[src/rtl/hts_pkg.sv]
// Shared types and constants for the two-set Hangul syllable composer.
// No dependencies; hts_step and the top level in rtl/ import this package.
`timescale 1ns / 1ps
package hts_pkg;

    typedef logic [4:0] jamo_t;

    localparam jamo_t NO_JAMO    = 5'd31;
    localparam jamo_t INIT_COUNT = 5'd19;
    localparam jamo_t MED_COUNT  = 5'd21;
    localparam jamo_t FIN_COUNT  = 5'd28;

    localparam logic [15:0] SYL_BASE  = 16'hAC00;
    localparam logic [15:0] CONS_BASE = 16'h3131;
    localparam logic [15:0] VOW_BASE  = 16'h314F;

    typedef enum logic [1:0] {
        MODE_KEY   = 2'd0,
        MODE_BACK  = 2'd1,
        MODE_FLUSH = 2'd2,
        MODE_CLEAR = 2'd3
    } mode_t;

    typedef struct packed {
        jamo_t init_idx;
        jamo_t med_idx;
        jamo_t fin_idx;
    } syl_state_t;

    localparam syl_state_t EMPTY_STATE = '{NO_JAMO, NO_JAMO, 5'd0};

    typedef struct packed {
        logic        commit_valid;
        logic [15:0] commit_char;
        logic        erase_back;
        logic        preedit_valid;
        logic [15:0] preedit_char;
    } result_t;

endpackage

[src/rtl/hts_if.sv]
// Valid/ready channels for key words in and result words out.
// Depends on nothing; used by the top level.
`timescale 1ns / 1ps
interface hts_key_if;
    logic       valid;
    logic       ready;
    logic [1:0] mode;
    logic [7:0] key_code;
    logic       shift_held;

    modport source (output valid, mode, key_code, shift_held, input ready);
    modport sink   (input valid, mode, key_code, shift_held, output ready);
endinterface

interface hts_result_if;
    logic        valid;
    logic        ready;
    logic        commit_valid;
    logic [15:0] commit_char;
    logic        erase_back;
    logic        preedit_valid;
    logic [15:0] preedit_char;

    modport source (output valid, commit_valid, commit_char, erase_back,
                    preedit_valid, preedit_char, input ready);
    modport sink   (input valid, commit_valid, commit_char, erase_back,
                    preedit_valid, preedit_char, output ready);
endinterface

[src/rtl/hts_step.sv]
// Combinational syllable automaton: next state and result for one word.
// Depends on hts_pkg.
`timescale 1ns / 1ps
module hts_step (
    input  hts_pkg::syl_state_t cur,
    input  logic [1:0]          mode,
    input  logic [7:0]          key_code,
    input  logic                shift_held,
    output hts_pkg::syl_state_t nxt,
    output hts_pkg::result_t    res
);
    import hts_pkg::*;

    typedef struct packed {
        jamo_t lead;
        jamo_t vow;
        jamo_t tail;
    } keymap_t;

    typedef struct packed {
        logic        valid;
        logic [15:0] ch;
    } glyph_t;

    // letter key -> initial / medial / final indices
    function automatic keymap_t map_key(input logic [7:0] k, input logic sh);
        keymap_t r;
        r = '{NO_JAMO, NO_JAMO, 5'd0};
        case (k)
            8'd81: begin r.lead = sh ? 5'd8  : 5'd7;  r.tail = sh ? 5'd0  : 5'd17; end // Q
            8'd87: begin r.lead = sh ? 5'd13 : 5'd12; r.tail = sh ? 5'd0  : 5'd22; end // W
            8'd69: begin r.lead = sh ? 5'd4  : 5'd3;  r.tail = sh ? 5'd0  : 5'd7;  end // E
            8'd82: begin r.lead = sh ? 5'd1  : 5'd0;  r.tail = sh ? 5'd2  : 5'd1;  end // R
            8'd84: begin r.lead = sh ? 5'd10 : 5'd9;  r.tail = sh ? 5'd20 : 5'd19; end // T
            8'd89: r.vow = 5'd12;
            8'd85: r.vow = 5'd6;
            8'd73: r.vow = 5'd2;
            8'd79: r.vow = sh ? 5'd3 : 5'd1;
            8'd80: r.vow = sh ? 5'd7 : 5'd5;
            8'd65: begin r.lead = 5'd6;  r.tail = 5'd16; end
            8'd83: begin r.lead = 5'd2;  r.tail = 5'd4;  end
            8'd68: begin r.lead = 5'd11; r.tail = 5'd21; end
            8'd70: begin r.lead = 5'd5;  r.tail = 5'd8;  end
            8'd71: begin r.lead = 5'd18; r.tail = 5'd27; end
            8'd72: r.vow = 5'd8;
            8'd74: r.vow = 5'd4;
            8'd75: r.vow = 5'd0;
            8'd76: r.vow = 5'd20;
            8'd90: begin r.lead = 5'd15; r.tail = 5'd24; end
            8'd88: begin r.lead = 5'd16; r.tail = 5'd25; end
            8'd67: begin r.lead = 5'd14; r.tail = 5'd23; end
            8'd86: begin r.lead = 5'd17; r.tail = 5'd26; end
            8'd66: r.vow = 5'd16;
            8'd78: r.vow = 5'd13;
            8'd77: r.vow = 5'd18;
            default: r = '{NO_JAMO, NO_JAMO, 5'd0};
        endcase
        return r;
    endfunction

    function automatic jamo_t join_vowel(input jamo_t v, input jamo_t a);
        jamo_t j;
        j = NO_JAMO;
        if (v == 5'd8 && a == 5'd0)  j = 5'd9;
        if (v == 5'd8 && a == 5'd1)  j = 5'd10;
        if (v == 5'd8 && a == 5'd20) j = 5'd11;
        if (v == 5'd13 && a == 5'd4)  j = 5'd14;
        if (v == 5'd13 && a == 5'd5)  j = 5'd15;
        if (v == 5'd13 && a == 5'd20) j = 5'd16;
        if (v == 5'd18 && a == 5'd20) j = 5'd19;
        return j;
    endfunction

    function automatic jamo_t join_final(input jamo_t t, input jamo_t a);
        jamo_t j;
        j = 5'd0;
        if (t == 5'd1 && a == 5'd19) j = 5'd3;
        if (t == 5'd4 && a == 5'd22) j = 5'd5;
        if (t == 5'd4 && a == 5'd27) j = 5'd6;
        if (t == 5'd8) begin
            case (a)
                5'd1:    j = 5'd9;
                5'd16:   j = 5'd10;
                5'd17:   j = 5'd11;
                5'd19:   j = 5'd12;
                5'd25:   j = 5'd13;
                5'd26:   j = 5'd14;
                5'd27:   j = 5'd15;
                default: j = 5'd0;
            endcase
        end
        if (t == 5'd17 && a == 5'd19) j = 5'd18;
        return j;
    endfunction

    // final -> initial of the same consonant
    function automatic jamo_t final_as_initial(input jamo_t t);
        jamo_t r;
        case (t)
            5'd1:  r = 5'd0;
            5'd2:  r = 5'd1;
            5'd4:  r = 5'd2;
            5'd7:  r = 5'd3;
            5'd8:  r = 5'd5;
            5'd16: r = 5'd6;
            5'd17: r = 5'd7;
            5'd19: r = 5'd9;
            5'd20: r = 5'd10;
            5'd21: r = 5'd11;
            5'd22: r = 5'd12;
            5'd23: r = 5'd14;
            5'd24: r = 5'd15;
            5'd25: r = 5'd16;
            5'd26: r = 5'd17;
            5'd27: r = 5'd18;
            default: r = NO_JAMO;
        endcase
        return r;
    endfunction

    // initial of the part that moves on to the next syllable
    function automatic jamo_t trail_initial(input jamo_t t);
        jamo_t r;
        case (t)
            5'd3, 5'd12, 5'd18: r = 5'd9;
            5'd5:               r = 5'd12;
            5'd6, 5'd15:        r = 5'd18;
            5'd9:               r = 5'd0;
            5'd10:              r = 5'd6;
            5'd11:              r = 5'd7;
            5'd13:              r = 5'd16;
            5'd14:              r = 5'd17;
            default:            r = final_as_initial(t);
        endcase
        return r;
    endfunction

    // final left after the trailing part is peeled off
    function automatic jamo_t lead_final(input jamo_t t);
        jamo_t r;
        r = 5'd0;
        if (t == 5'd3) r = 5'd1;
        if (t == 5'd5 || t == 5'd6) r = 5'd4;
        if (t >= 5'd9 && t <= 5'd15) r = 5'd8;
        if (t == 5'd18) r = 5'd17;
        return r;
    endfunction

    function automatic jamo_t base_vowel(input jamo_t v);
        jamo_t r;
        r = NO_JAMO;
        if (v >= 5'd9 && v <= 5'd11)  r = 5'd8;
        if (v >= 5'd14 && v <= 5'd16) r = 5'd13;
        if (v == 5'd19) r = 5'd18;
        return r;
    endfunction

    // compatibility jamo offset from CONS_BASE for each initial
    function automatic logic [4:0] cons_offset(input jamo_t l);
        logic [4:0] r;
        case (l)
            5'd0:  r = 5'd0;
            5'd1:  r = 5'd1;
            5'd2:  r = 5'd3;
            5'd3:  r = 5'd6;
            5'd4:  r = 5'd7;
            5'd5:  r = 5'd8;
            5'd6:  r = 5'd16;
            5'd7:  r = 5'd17;
            5'd8:  r = 5'd18;
            5'd9:  r = 5'd20;
            5'd10: r = 5'd21;
            5'd11: r = 5'd22;
            5'd12: r = 5'd23;
            5'd13: r = 5'd24;
            5'd14: r = 5'd25;
            5'd15: r = 5'd26;
            5'd16: r = 5'd27;
            5'd17: r = 5'd28;
            5'd18: r = 5'd29;
            default: r = 5'd0;
        endcase
        return r;
    endfunction

    // code point of a syllable state; valid low when empty
    function automatic glyph_t glyph_of(input syl_state_t s);
        glyph_t     g;
        logic [8:0] lv;
        jamo_t      t;
        g  = '0;
        t  = (s.fin_idx >= FIN_COUNT) ? 5'd0 : s.fin_idx;
        lv = {4'd0, s.init_idx} * 9'd21 + {4'd0, s.med_idx};
        if (s.init_idx >= INIT_COUNT) begin
            if (s.med_idx < MED_COUNT) begin
                g.valid = 1'b1;
                g.ch    = VOW_BASE + {11'd0, s.med_idx};
            end
        end else if (s.med_idx >= MED_COUNT) begin
            g.valid = 1'b1;
            g.ch    = CONS_BASE + {11'd0, cons_offset(s.init_idx)};
        end else begin
            g.valid = 1'b1;
            g.ch    = SYL_BASE + {7'd0, lv} * 16'd28 + {11'd0, t};
        end
        return g;
    endfunction

    keymap_t    km;
    logic       has_l;
    logic       has_v;
    logic       done;
    jamo_t      vj;
    jamo_t      fj;
    jamo_t      nl;
    syl_state_t peeled;
    glyph_t     commit_g;
    glyph_t     pre_g;
    logic       erase;

    assign km    = map_key(key_code, shift_held);
    assign has_l = cur.init_idx < INIT_COUNT;
    assign has_v = cur.med_idx < MED_COUNT;
    assign vj    = join_vowel(cur.med_idx, km.vow);
    assign fj    = join_final(cur.fin_idx, km.tail);
    assign nl    = trail_initial(cur.fin_idx);

    always_comb
    begin
        nxt      = cur;
        commit_g = '0;
        erase    = 1'b0;
        done     = 1'b0;
        peeled   = cur;
        case (mode_t'(mode))
            MODE_CLEAR: nxt = EMPTY_STATE;
            MODE_FLUSH:
            begin
                commit_g = glyph_of(cur);
                nxt      = EMPTY_STATE;
            end
            MODE_BACK:
            begin
                if (cur.fin_idx != 5'd0)
                    nxt.fin_idx = lead_final(cur.fin_idx);
                else if (has_v)
                    nxt.med_idx = base_vowel(cur.med_idx);
                else if (has_l)
                    nxt.init_idx = NO_JAMO;
                else
                    erase = 1'b1;
            end
            MODE_KEY:
            begin
                if (km.lead == NO_JAMO && km.vow == NO_JAMO) begin
                    commit_g = glyph_of(cur);
                    nxt      = EMPTY_STATE;
                end else if (km.vow != NO_JAMO) begin
                    if (has_l && !has_v) begin
                        nxt.med_idx = km.vow;
                        done        = 1'b1;
                    end else if (has_l && has_v && cur.fin_idx == 5'd0) begin
                        if (vj != NO_JAMO) begin
                            nxt.med_idx = vj;
                            done        = 1'b1;
                        end
                    end else if (has_l && has_v) begin
                        if (nl != NO_JAMO) begin
                            // trailing consonant moves on to the new syllable
                            peeled.fin_idx = lead_final(cur.fin_idx);
                            commit_g       = glyph_of(peeled);
                            nxt            = '{nl, km.vow, 5'd0};
                            done           = 1'b1;
                        end
                    end
                    if (!done) begin
                        commit_g = glyph_of(cur);
                        nxt      = '{NO_JAMO, km.vow, 5'd0};
                    end
                end else begin
                    if (has_l && has_v && km.tail != 5'd0) begin
                        if (cur.fin_idx == 5'd0) begin
                            nxt.fin_idx = km.tail;
                            done        = 1'b1;
                        end else if (fj != 5'd0) begin
                            nxt.fin_idx = fj;
                            done        = 1'b1;
                        end
                    end
                    if (!done) begin
                        commit_g = glyph_of(cur);
                        nxt      = '{km.lead, NO_JAMO, 5'd0};
                    end
                end
            end
            default: nxt = cur;
        endcase
    end

    assign pre_g = glyph_of(nxt);

    assign res.commit_valid  = commit_g.valid;
    assign res.commit_char   = commit_g.valid ? commit_g.ch : 16'd0;
    assign res.erase_back    = erase;
    assign res.preedit_valid = pre_g.valid;
    assign res.preedit_char  = pre_g.valid ? pre_g.ch : 16'd0;

endmodule

[src/rtl/hangul_two_set_composer.sv]
// Key words pass the input register, then the result register. Throughput: one
// word per cycle unless the result channel stalls; the syllable state updates in
// the same cycle that the input register hands its word to the result register.
// Reset (rst_n low, asynchronous): both pipeline stages empty, syllable empty.
// Depends on hts_pkg, hts_if (channels) and hts_step (automaton logic).
`timescale 1ns / 1ps
module hangul_two_set_composer (
    input  logic                clk,
    input  logic                rst_n,
    hts_key_if.sink             keys,
    hts_result_if.source        result
);
    import hts_pkg::*;

    // Two register stages:
    //   input register  - holds the accepted key word
    //   result register - holds the finished result word
    // Both move together when the result register is free or being drained,
    // so a new key word is taken while a result still waits downstream.

    logic       in_vld_reg;
    logic [1:0] mode_reg;
    logic [7:0] key_reg;
    logic       shift_reg;

    syl_state_t state_reg;
    syl_state_t state_next;

    logic       out_vld_reg;
    result_t    res_reg;
    result_t    res_next;

    logic       advance;
    logic       take_in;

    // result stage can load when empty or being taken this cycle
    assign advance = !out_vld_reg || result.ready;
    // input stage can load when empty or its word moves on this cycle
    assign keys.ready = !in_vld_reg || advance;
    assign take_in    = keys.valid && keys.ready;

    hts_step u_step (
        .cur        (state_reg),
        .mode       (mode_reg),
        .key_code   (key_reg),
        .shift_held (shift_reg),
        .nxt        (state_next),
        .res        (res_next)
    );

    // control: valid bits and the syllable state
    always_ff @(posedge clk or negedge rst_n)
    begin
        if (!rst_n) begin
            in_vld_reg  <= 1'b0;
            out_vld_reg <= 1'b0;
            state_reg   <= EMPTY_STATE;
        end else begin
            if (keys.ready)
                in_vld_reg <= keys.valid;
            if (advance) begin
                out_vld_reg <= in_vld_reg;
                // state only moves when a word is actually processed
                if (in_vld_reg)
                    state_reg <= state_next;
            end
        end
    end

    // payload: no reset needed
    always_ff @(posedge clk)
    begin
        if (take_in) begin
            mode_reg  <= keys.mode;
            key_reg   <= keys.key_code;
            shift_reg <= keys.shift_held;
        end
        if (advance && in_vld_reg)
            res_reg <= res_next;
    end

    assign result.valid         = out_vld_reg;
    assign result.commit_valid  = res_reg.commit_valid;
    assign result.commit_char   = res_reg.commit_char;
    assign result.erase_back    = res_reg.erase_back;
    assign result.preedit_valid = res_reg.preedit_valid;
    assign result.preedit_char  = res_reg.preedit_char;

endmodule

[src/flat_wrapper.sv]
// flat-port wrapper written by rule: the top's interface ports become plain ports
module hangul_two_set_composer_flat import hts_pkg::*;
  (clk, rst_n, keys_valid, keys_mode, keys_key_code, keys_shift_held, keys_ready, result_valid, result_commit_valid, result_commit_char, result_erase_back, result_preedit_valid, result_preedit_char, result_ready);
  hts_key_if keys_i ();
  hts_result_if result_i ();
  input  logic clk;
  input  logic rst_n;
  input wire logic [$bits(keys_i.valid)-1:0] keys_valid;
  input wire logic [$bits(keys_i.mode)-1:0] keys_mode;
  input wire logic [$bits(keys_i.key_code)-1:0] keys_key_code;
  input wire logic [$bits(keys_i.shift_held)-1:0] keys_shift_held;
  output wire logic [$bits(keys_i.ready)-1:0] keys_ready;
  output wire logic [$bits(result_i.valid)-1:0] result_valid;
  output wire logic [$bits(result_i.commit_valid)-1:0] result_commit_valid;
  output wire logic [$bits(result_i.commit_char)-1:0] result_commit_char;
  output wire logic [$bits(result_i.erase_back)-1:0] result_erase_back;
  output wire logic [$bits(result_i.preedit_valid)-1:0] result_preedit_valid;
  output wire logic [$bits(result_i.preedit_char)-1:0] result_preedit_char;
  input wire logic [$bits(result_i.ready)-1:0] result_ready;
  assign keys_i.valid = keys_valid;
  assign keys_i.mode = keys_mode;
  assign keys_i.key_code = keys_key_code;
  assign keys_i.shift_held = keys_shift_held;
  assign keys_ready = keys_i.ready;
  assign result_valid = result_i.valid;
  assign result_commit_valid = result_i.commit_valid;
  assign result_commit_char = result_i.commit_char;
  assign result_erase_back = result_i.erase_back;
  assign result_preedit_valid = result_i.preedit_valid;
  assign result_preedit_char = result_i.preedit_char;
  assign result_i.ready = result_ready;
  hangul_two_set_composer u_core (.clk(clk), .rst_n(rst_n), .keys(keys_i), .result(result_i));
endmodule
[config.mk]
export PLATFORM = sky130hd
export DESIGN_NAME = hangul_two_set_composer_flat
export DESIGN_NICKNAME = d
export VERILOG_FILES = /design/src/rtl/hts_pkg.sv /design/src/rtl/hts_if.sv /design/src/rtl/hts_step.sv /design/src/rtl/hangul_two_set_composer.sv /design/src/flat_wrapper.sv
export SDC_FILE = /design/constraint.sdc
export NUM_CORES = 1
export LEC_CHECK = 0
export ABC_CLOCK_PERIOD_IN_PS = 9700
export BUFFER_PORTS_ARGS = -buffer_cell sky130_fd_sc_hd__buf_2
export CAP_MARGIN = 0
export CORE_ASPECT_RATIO = 0.9
export CORE_MARGIN = 5
export CORE_UTILIZATION = 50
export CTS_CLUSTER_DIAMETER = 100
export DETAILED_ROUTE_END_ITERATION = 7
export HOLD_SLACK_MARGIN = 0.12
export PLACE_DENSITY = 0.67
export SLEW_MARGIN = 20
export SYNTH_ARGS = -nofsm -noshare
export SYNTH_HDL_FRONTEND = slang
export SYNTH_SLANG_ARGS = --single-unit
export TNS_END_PERCENT = 20
[constraint.sdc]
create_clock -name clk -period 9.7 [get_ports clk]
set_input_delay 0.97 -clock clk [delete_from_list [all_inputs] [get_ports clk]]
set_output_delay 0.97 -clock clk [all_outputs]
set_load 0.05 [all_outputs]
-- Yosys cells after proc, flatten, opt, wreduce, memory -nomap -nowiden
Memory sizes are Yosys's and may differ from the RTL's.
Index checks and enable logic that the tools add are counted.
W data, S select, Z words.
- add/sub/neg operators: 15
- $mul: 4
- divide/modulo/power cells: 0
- order comparisons: 16
- equality and inequality tests: 65
- shift-type cells: 0
- muxes and demuxes: 136
- bitwise logic cells: 1
- reduce and logical (&&, ||, !) cells: 38
- operators by type and width (kind ; count):
    $mux W5 ; 73
    $mux W17 ; 16
    $eq A8 B7 Y1 const B ; 26
    $pmux W5 S14 ; 2
    $add A14 B5 Y15 const A ; 8
    $mux W16 ; 6
    $mux W15 ; 6
    $eq A5 B5 Y1 const B ; 14
    $pmux W5 S12 ; 1
    $eq A5 B4 Y1 const B ; 10
    $add A16 B5 Y16 ; 3
    $pmux W15 S3 ; 1
    $pmux W5 S8 ; 1
    $ge A5 B5 Y1 const B ; 7
    $pmux W17 S2 ; 1
    $add A16 B14 Y16 const A ; 2
    $pmux W4 S7 ; 1
    $eq A5 B3 Y1 const B ; 5
    $mul A9 B3 Y12 const B ; 2
    $logic_and A1 B1 Y1 ; 21
    $add A9 B5 Y9 ; 2
    $mul A5 B5 Y9 const B ; 2
    $mux W1 ; 18
    $eq A5 B1 Y1 const B ; 3
    21 further kinds ; 44
- register bits: 63
- bits in latches: 0
- memory bits (writable): 0
- memory bits (read-only): 1120
- input bits: 15
- output and inout bits: 37
- logic and storage cells: 295
- memories kept: 7
- memories (memory ; depth ; bits a word ; read ports ; clocked after memory_dff ; wr ports ; line ; text):
    (no name shown) ; 32 ; 5 ; 1 ; 0 ; 0 ; hts_step.sv:161 ; case (l)
    (no name shown) ; 32 ; 5 ; 1 ; 0 ; 0 ; hts_step.sv:161 ;
    (no name shown) ; 32 ; 5 ; 1 ; 0 ; 0 ; hts_step.sv:161 ;
    (no name shown) ; 32 ; 5 ; 1 ; 0 ; 0 ; hts_step.sv:161 ;
    (no name shown) ; 32 ; 5 ; 1 ; 0 ; 0 ; hts_step.sv:161 ;
    (no name shown) ; 32 ; 5 ; 1 ; 0 ; 0 ; hts_step.sv:161 ;
    1 more memories ; n/a ; n/a ; n/a ; n/a ; n/a ; n/a ;

-- Depth between registers and ports, before layout
Gate-level depths: netlist (run 1).
- depth after elaboration: 29
- mapped depth: 36
- depth with buffers taken out: 34

-- Modules after synthesis
Synthesis (run 1) repeated with hierarchy kept, for this count alone.
- cells, all modules: 1187
- area, all modules: 9934.5 sq um
- by module, submodules not included (module ; times used ; cells each ; area each (sq um) ; seq. area each (sq um)):
    hts_step ; 1 ; 1101 ; 7836.3 ; 0.0
    hangul_two_set_composer ; 1 ; 86 ; 2098.3 ; 1819.2

-- Least setup slack after synthesis (run 1)
OpenSTA, ideal clock, no wires.
- path kind: reg-to-reg
- start point: register u_core.state_reg[0] (netlist name)
- end point: register u_core.res_reg, in the netlist u_core.result.preedit_char[12], data pin
- setup time: 0.261 ns
- data arrival time: 7.215 ns
- data required time: 9.439 ns
- slack: 2.224 ns
- cell stages (with the launch flop): 34
- buffers on the path: 1
- period minus slack after synthesis: 7.476 ns
- path through: dfrtp_1 clkbuf_1 inv_1 ha_1 and4bb_2 and2_1 o21ai_0 o211ai_1 a31o_2 o311ai_1 o21a_1 a2bb2oi_1 ha_1 ha_1 fa_1 inv_1 fa_1 inv_1 a21oi_1 o21bai_1 xor2_1 inv_1 fa_1 inv_1 ha_1 inv_1 o21bai_1 a21oi_1 o21bai_1 a21oi_1 xnor2_1 or3_1 a21boi_1 nor2_1
- RTL lines (item ; line ; text):
    start, declared ; hangul_two_set_composer.sv:26 ; syl_state_t state_reg;
    start signal, assigned ; hangul_two_set_composer.sv:65 ; state_reg <= state_next;
    end signal, assigned ; hangul_two_set_composer.sv:79 ; res_reg <= res_next;
    end, declared ; hangul_two_set_composer.sv:30 ; result_t res_reg;

==> results.cfg, run 1 <==
[synth]
syn_inst = 1126
synth_top_area_share_pct = 14.6
yosysUniqueCellTypes = 121
async_flop_share_pct = 27.0
netlist_area_sq_um = 9470
ys_top_cells_by_area = edfxtp_1 (15%), ha_1 (14%), fa_1 (6.1%), xnor2_1 (4.2%), inv_1 (4.1%)
ys_warn_count = 0
ys_seq_elements = 63
postSynthAreaPerCell_sq_um = 8.41
synth-main-ff-cell = edfxtp_1
synth_edf_count = 46
synth_fp_nets = 1276
synth_top_area_cell = edfxtp_1
ys_seq_area_share_pct = 19.2

[layout]
drive_above_1_share_pct = 12.3
fin_nets = 1304
final_core_util_pct = 54.9
num-fill-cells = 1732
mostFrequentLayoutCell = ha_1
synthToLayoutAreaGrowth_pct = 7.41
diodes = 0
most-common-layout-cells = ha_1 (106), inv_1 (104), nand2_1 (93)

[grt]
grt_first_pass_wirelength_um = 42500
gr-total-overflow = 0
grt_pass1_vias = 8055
grtUsageTotal_pct = 23.7
antenna_found_initial = 0
grt_max_degree = 33

[clock_tree]
cts-hold-fix-buffers = 0
cts_made_buffers = 9
clk_pin_slew_ns = 0.06
clock_path_buffers = 2
clkSinkCount = 63
clock-root-buffer = clkbuf_16
clk_latency_ns = 0.35
cts_setup_buffers = 0
cts_tree = built
htree_num_levels = 3
cts_resized = 0

[sta]
setup_viol = 0
fmax_ghz = 0.114
timing_hold_violations_final = 0
relSlewSlack_pct = 33.6
skew_ns = 0.0126
fin_setup_tns_ns = 0
worstMarginPinSlew_ns = 0.996
rsz0062_at_grt = false
fin_crit_ns = 8.80
maxSlewViolCount = 0
final.period_utilization_pct = 90.7

[floorplan]
die_height_um = 141
start_util_pct = 51.1
die_area_sq_um = 21800
row_count = 47
ioPinCount = 52
die_w_um = 155
coreArea_sq_um = 18500

[drt]
antenna_left = 0
drcViolationCount = 0
wl_um = 25600
via_per_inst = 6.12
route.vias.total = 8595
drt-wirelength-per-cell_um = 18.2
drtIter0Drc = 832
drt_first_pass_iters = 5

[critical_path]
crit_top_cell = inv_1
crit_type = register to register
crit_start = u_core.key_reg[2]
worst_setup_path_start_kind = register
crit_required_ns = 9.79
slowest_delay_ns = 1.01
crit_path_end_kind = register
arrival_ns = 8.88
cp_slowest_cell = edfxtp_1
worstPathMaxFanout = 32
rr_startpoint = u_core.key_reg[2]

[hold_path]
min_from = u_core.in_vld_reg
hold_class = register to register

[place]
place_hpwl_um = 19900
io_buffers = 51
finalWeightedCongestion = 0.953

[outcome]
run_status = completed

[run]
maxCapViolCount = 0
[area by class of cell]
cell class                 instances  area (sq um)  area share, %
multi-input combinational        905          6980           68.7
timing repair buffer              67           375           3.69
inverter                         108           410           4.04
tap                              245           307           3.01
clock buffer                       9           225           2.21
sequential                        63          1820           17.9
clock inverter                     7          48.8          0.480
[cell usage after synthesis (all sizes together), types with 11 or more instances]
library cell,count
a211oi,12
a21o,18
a21oi,70
a22oi,13
a31oi,11
and2,16
buf,30
clkbuf,20
edfxtp,46
fa,29
ha,106
inv,107
nand2,94
nand2b,29
nand3,27
nor2,71
nor2b,13
nor3,26
o21ai,66
o21bai,14
o22ai,15
xnor2,45
xor2,19
[final timing paths]
path                            slack (ns)                              to  cells past startpoint
worst max-delay path                  0.90  u_core.result.preedit_char[12]                     30
worst min-delay path                  0.50             u_core.result.valid                      1
worst max register to register        0.90  u_core.result.preedit_char[12]                     30
worst min register to register        0.50             u_core.result.valid                      1
max in group asynchronous             8.75            u_core.state_reg[14]                      1
min in group asynchronous             0.58             u_core.state_reg[2]                      1
[routing by layer]
layer  vias to the layer above  routed length [um]  global-route usage [%]
met5                         -                   0                       0
met4                         0                 435                    5.48
met3                        44                1810                    4.16
met2                       327               11300                    36.4
met1                      4036               12100                    34.8
li1                       4188                   -                       -
[through the flow]
| step | instances | hold WS, ns | area [sq um] | setup WS (ns) |
|---|---|---|---|---|
| final | 1404 | 0.498 | 10200 | 0.903 |
| after global routing | 1404 | 0.525 | 10200 | 0.186 |
| after CTS | 1404 | 0.509 | 10200 | 0.971 |
| after detailed placement | 1388 | 0.488 | 9900 | 0.988 |
| after global placement | 1388 | 0.463 | 9900 | 1.21 |
| after floorplan | 1126 | 0.457 | 9470 | 2.22 |
[kinds of logic after synthesis]
group           after synthesis  share of synthesized area (%)
compound gates              348                           26.5
simple gates                346                           19.8
buf+inv                     158                           7.08
fa+ha+maj                   135                           20.1
xor+xnor                     64                           5.92
flops                        63                           19.2
mux                          12                           1.32
[critical path, delay by kind of cell, from the launching register on]
kind	cells	cell delay (ns)
compound gates	11	2.81
fa+ha+maj	6	2.50
simple gates	5	1.09
flops	1	1.01
buf+inv	6	0.67
xor+xnor	2	0.47
Power of run 1 is left out: the tool's default activity adds up to more than one toggle a clock period on the data nets, which glitch-free logic cannot reach.
==> inputs of run 2 (changes only) <==
==> constraint.sdc (replaced) <==
create_clock -name clk -period 9.7 [get_ports clk]
set_input_delay 0.485 -clock clk [delete_from_list [all_inputs] [get_ports clk]]
set_output_delay 0.485 -clock clk [all_outputs]
set_load 0.05 [all_outputs]
==> results.cfg, run 2 (same netlist as run 1, synthesis figures left out) <==
[outcome]
run_status = completed

[drt]
drt_first_pass_iters = 5
drt-wirelength-per-cell_um = 18.2
via_per_inst = 6.13
drcViolationCount = 0
wl_um = 25600
route.vias.total = 8613
drtIter0Drc = 806
antenna_left = 0

[floorplan]
die_height_um = 141
coreArea_sq_um = 18500
die_area_sq_um = 21800
die_w_um = 155
ioPinCount = 52
start_util_pct = 51.1
row_count = 47

[sta]
rsz0062_at_grt = false
timing_hold_violations_final = 0
fin_crit_ns = 8.79
skew_ns = 0.0127
fmax_ghz = 0.114
fin_setup_tns_ns = 0
final.period_utilization_pct = 90.7
relSlewSlack_pct = 32.7
setup_viol = 0
worstMarginPinSlew_ns = 1.01
maxSlewViolCount = 0

[clock_tree]
cts_setup_buffers = 0
cts_tree = built
cts_made_buffers = 9
htree_num_levels = 3
clock_path_buffers = 2
clk_latency_ns = 0.35
clkSinkCount = 63
clk_pin_slew_ns = 0.06
clock-root-buffer = clkbuf_16

[layout]
mostFrequentLayoutCell = ha_1
num-fill-cells = 1734
drive_above_1_share_pct = 12.3
fin_nets = 1305
stdcell_area_sq_um = 10200
most-common-layout-cells = ha_1 (106), inv_1 (104), nand2_1 (93)
diodes = 0
final_core_util_pct = 55.0
stdcell_count = 1405
synthToLayoutAreaGrowth_pct = 7.52

[run]
maxCapViolCount = 0

[hold_path]
hold_depth = 1
hold_class = primary input to register
min_from = keys_key_code[4]

[grt]
grt_first_pass_wirelength_um = 42500
gr-total-overflow = 0
antenna_found_initial = 0
grt_pass1_vias = 8058
grt_max_degree = 33
grtUsageTotal_pct = 23.8

[place]
place_hpwl_um = 19900
finalWeightedCongestion = 0.953
place_inst = 1388
io_buffers = 51
dpl_cell_area_sq_um = 9900

[critical_path]
worst_setup_path_start_kind = register
slowest_delay_ns = 1.02
crit_top_cell = inv_1
crit_type = register to register
arrival_ns = 8.88
cp_slowest_cell = edfxtp_1
crit_start = u_core.key_reg[2]
reg2reg_depth = 30
crit_required_ns = 9.79
crit_path_end_kind = register
worstPathMaxFanout = 32
rr_startpoint = u_core.key_reg[2]
run 2: metal layers:
metal	vias to the layer above	part of all wire [%]	track usage, %
met5	-	0	0
met4	0	1.4	5.48
met3	34	7.9	4.19
met2	348	44	36.4
met1	4041	47	34.8
li1	4190	-	-
run 2: path summary, 6_finish.rpt:
| kind | slack, ns | end |
|---|---|---|
| max in group asynchronous | 8.69 | u_core.state_reg[14] |
| min in group asynchronous | 0.64 | u_core.state_reg[2] |
| setup / recovery | 0.91 | u_core.result.preedit_char[12] |
| hold / removal | 0.31 | u_core.key_reg[4] |
| setup reg to reg | 0.91 | u_core.result.preedit_char[12] |
| hold reg to reg | 0.50 | u_core.result.valid |
run 2: per-stage QoR:
stage | hold WS (ns) | setup slack (ns)
CTS | 0.300 | 0.971
floorplan | 0.189 | 2.22
global route | 0.304 | 0.186
global placement | 0.463 | 1.21
finish | 0.311 | 0.905
detailed placement | 0.468 | 0.988
run 2: what timing repair did:
item,4_1_cts,5_1_grt
resized for setup,0,0
hold buffers,1,0
hold endpoints to repair,7,0
setup endpoints to repair,0,0
run 2: area by class of cell:
class / count / area [sq um] / area share [%]
repair buffers: 68 / 385 / 3.79
multi-input cells: 905 / 6980 / 68.6
clock buffers: 9 / 225 / 2.21
well taps: 245 / 307 / 3.01
flip-flops and latches: 63 / 1820 / 17.9
clock inverters: 7 / 48.8 / 0.479
inverters: 108 / 410 / 4.03
run 2: worst max-delay path: cells and delay by family (launching register included):
kind,cells,cell delay (ns)
AOI/OAI and AO/OA,11,2.81
xor gates and xnor gates,2,0.47
adders and majority gates,6,2.50
buffers and inverters,6,0.67
DFF,1,1.02
and+or+nand+nor,5,1.09
Power of run 2 is left out for the same reason.
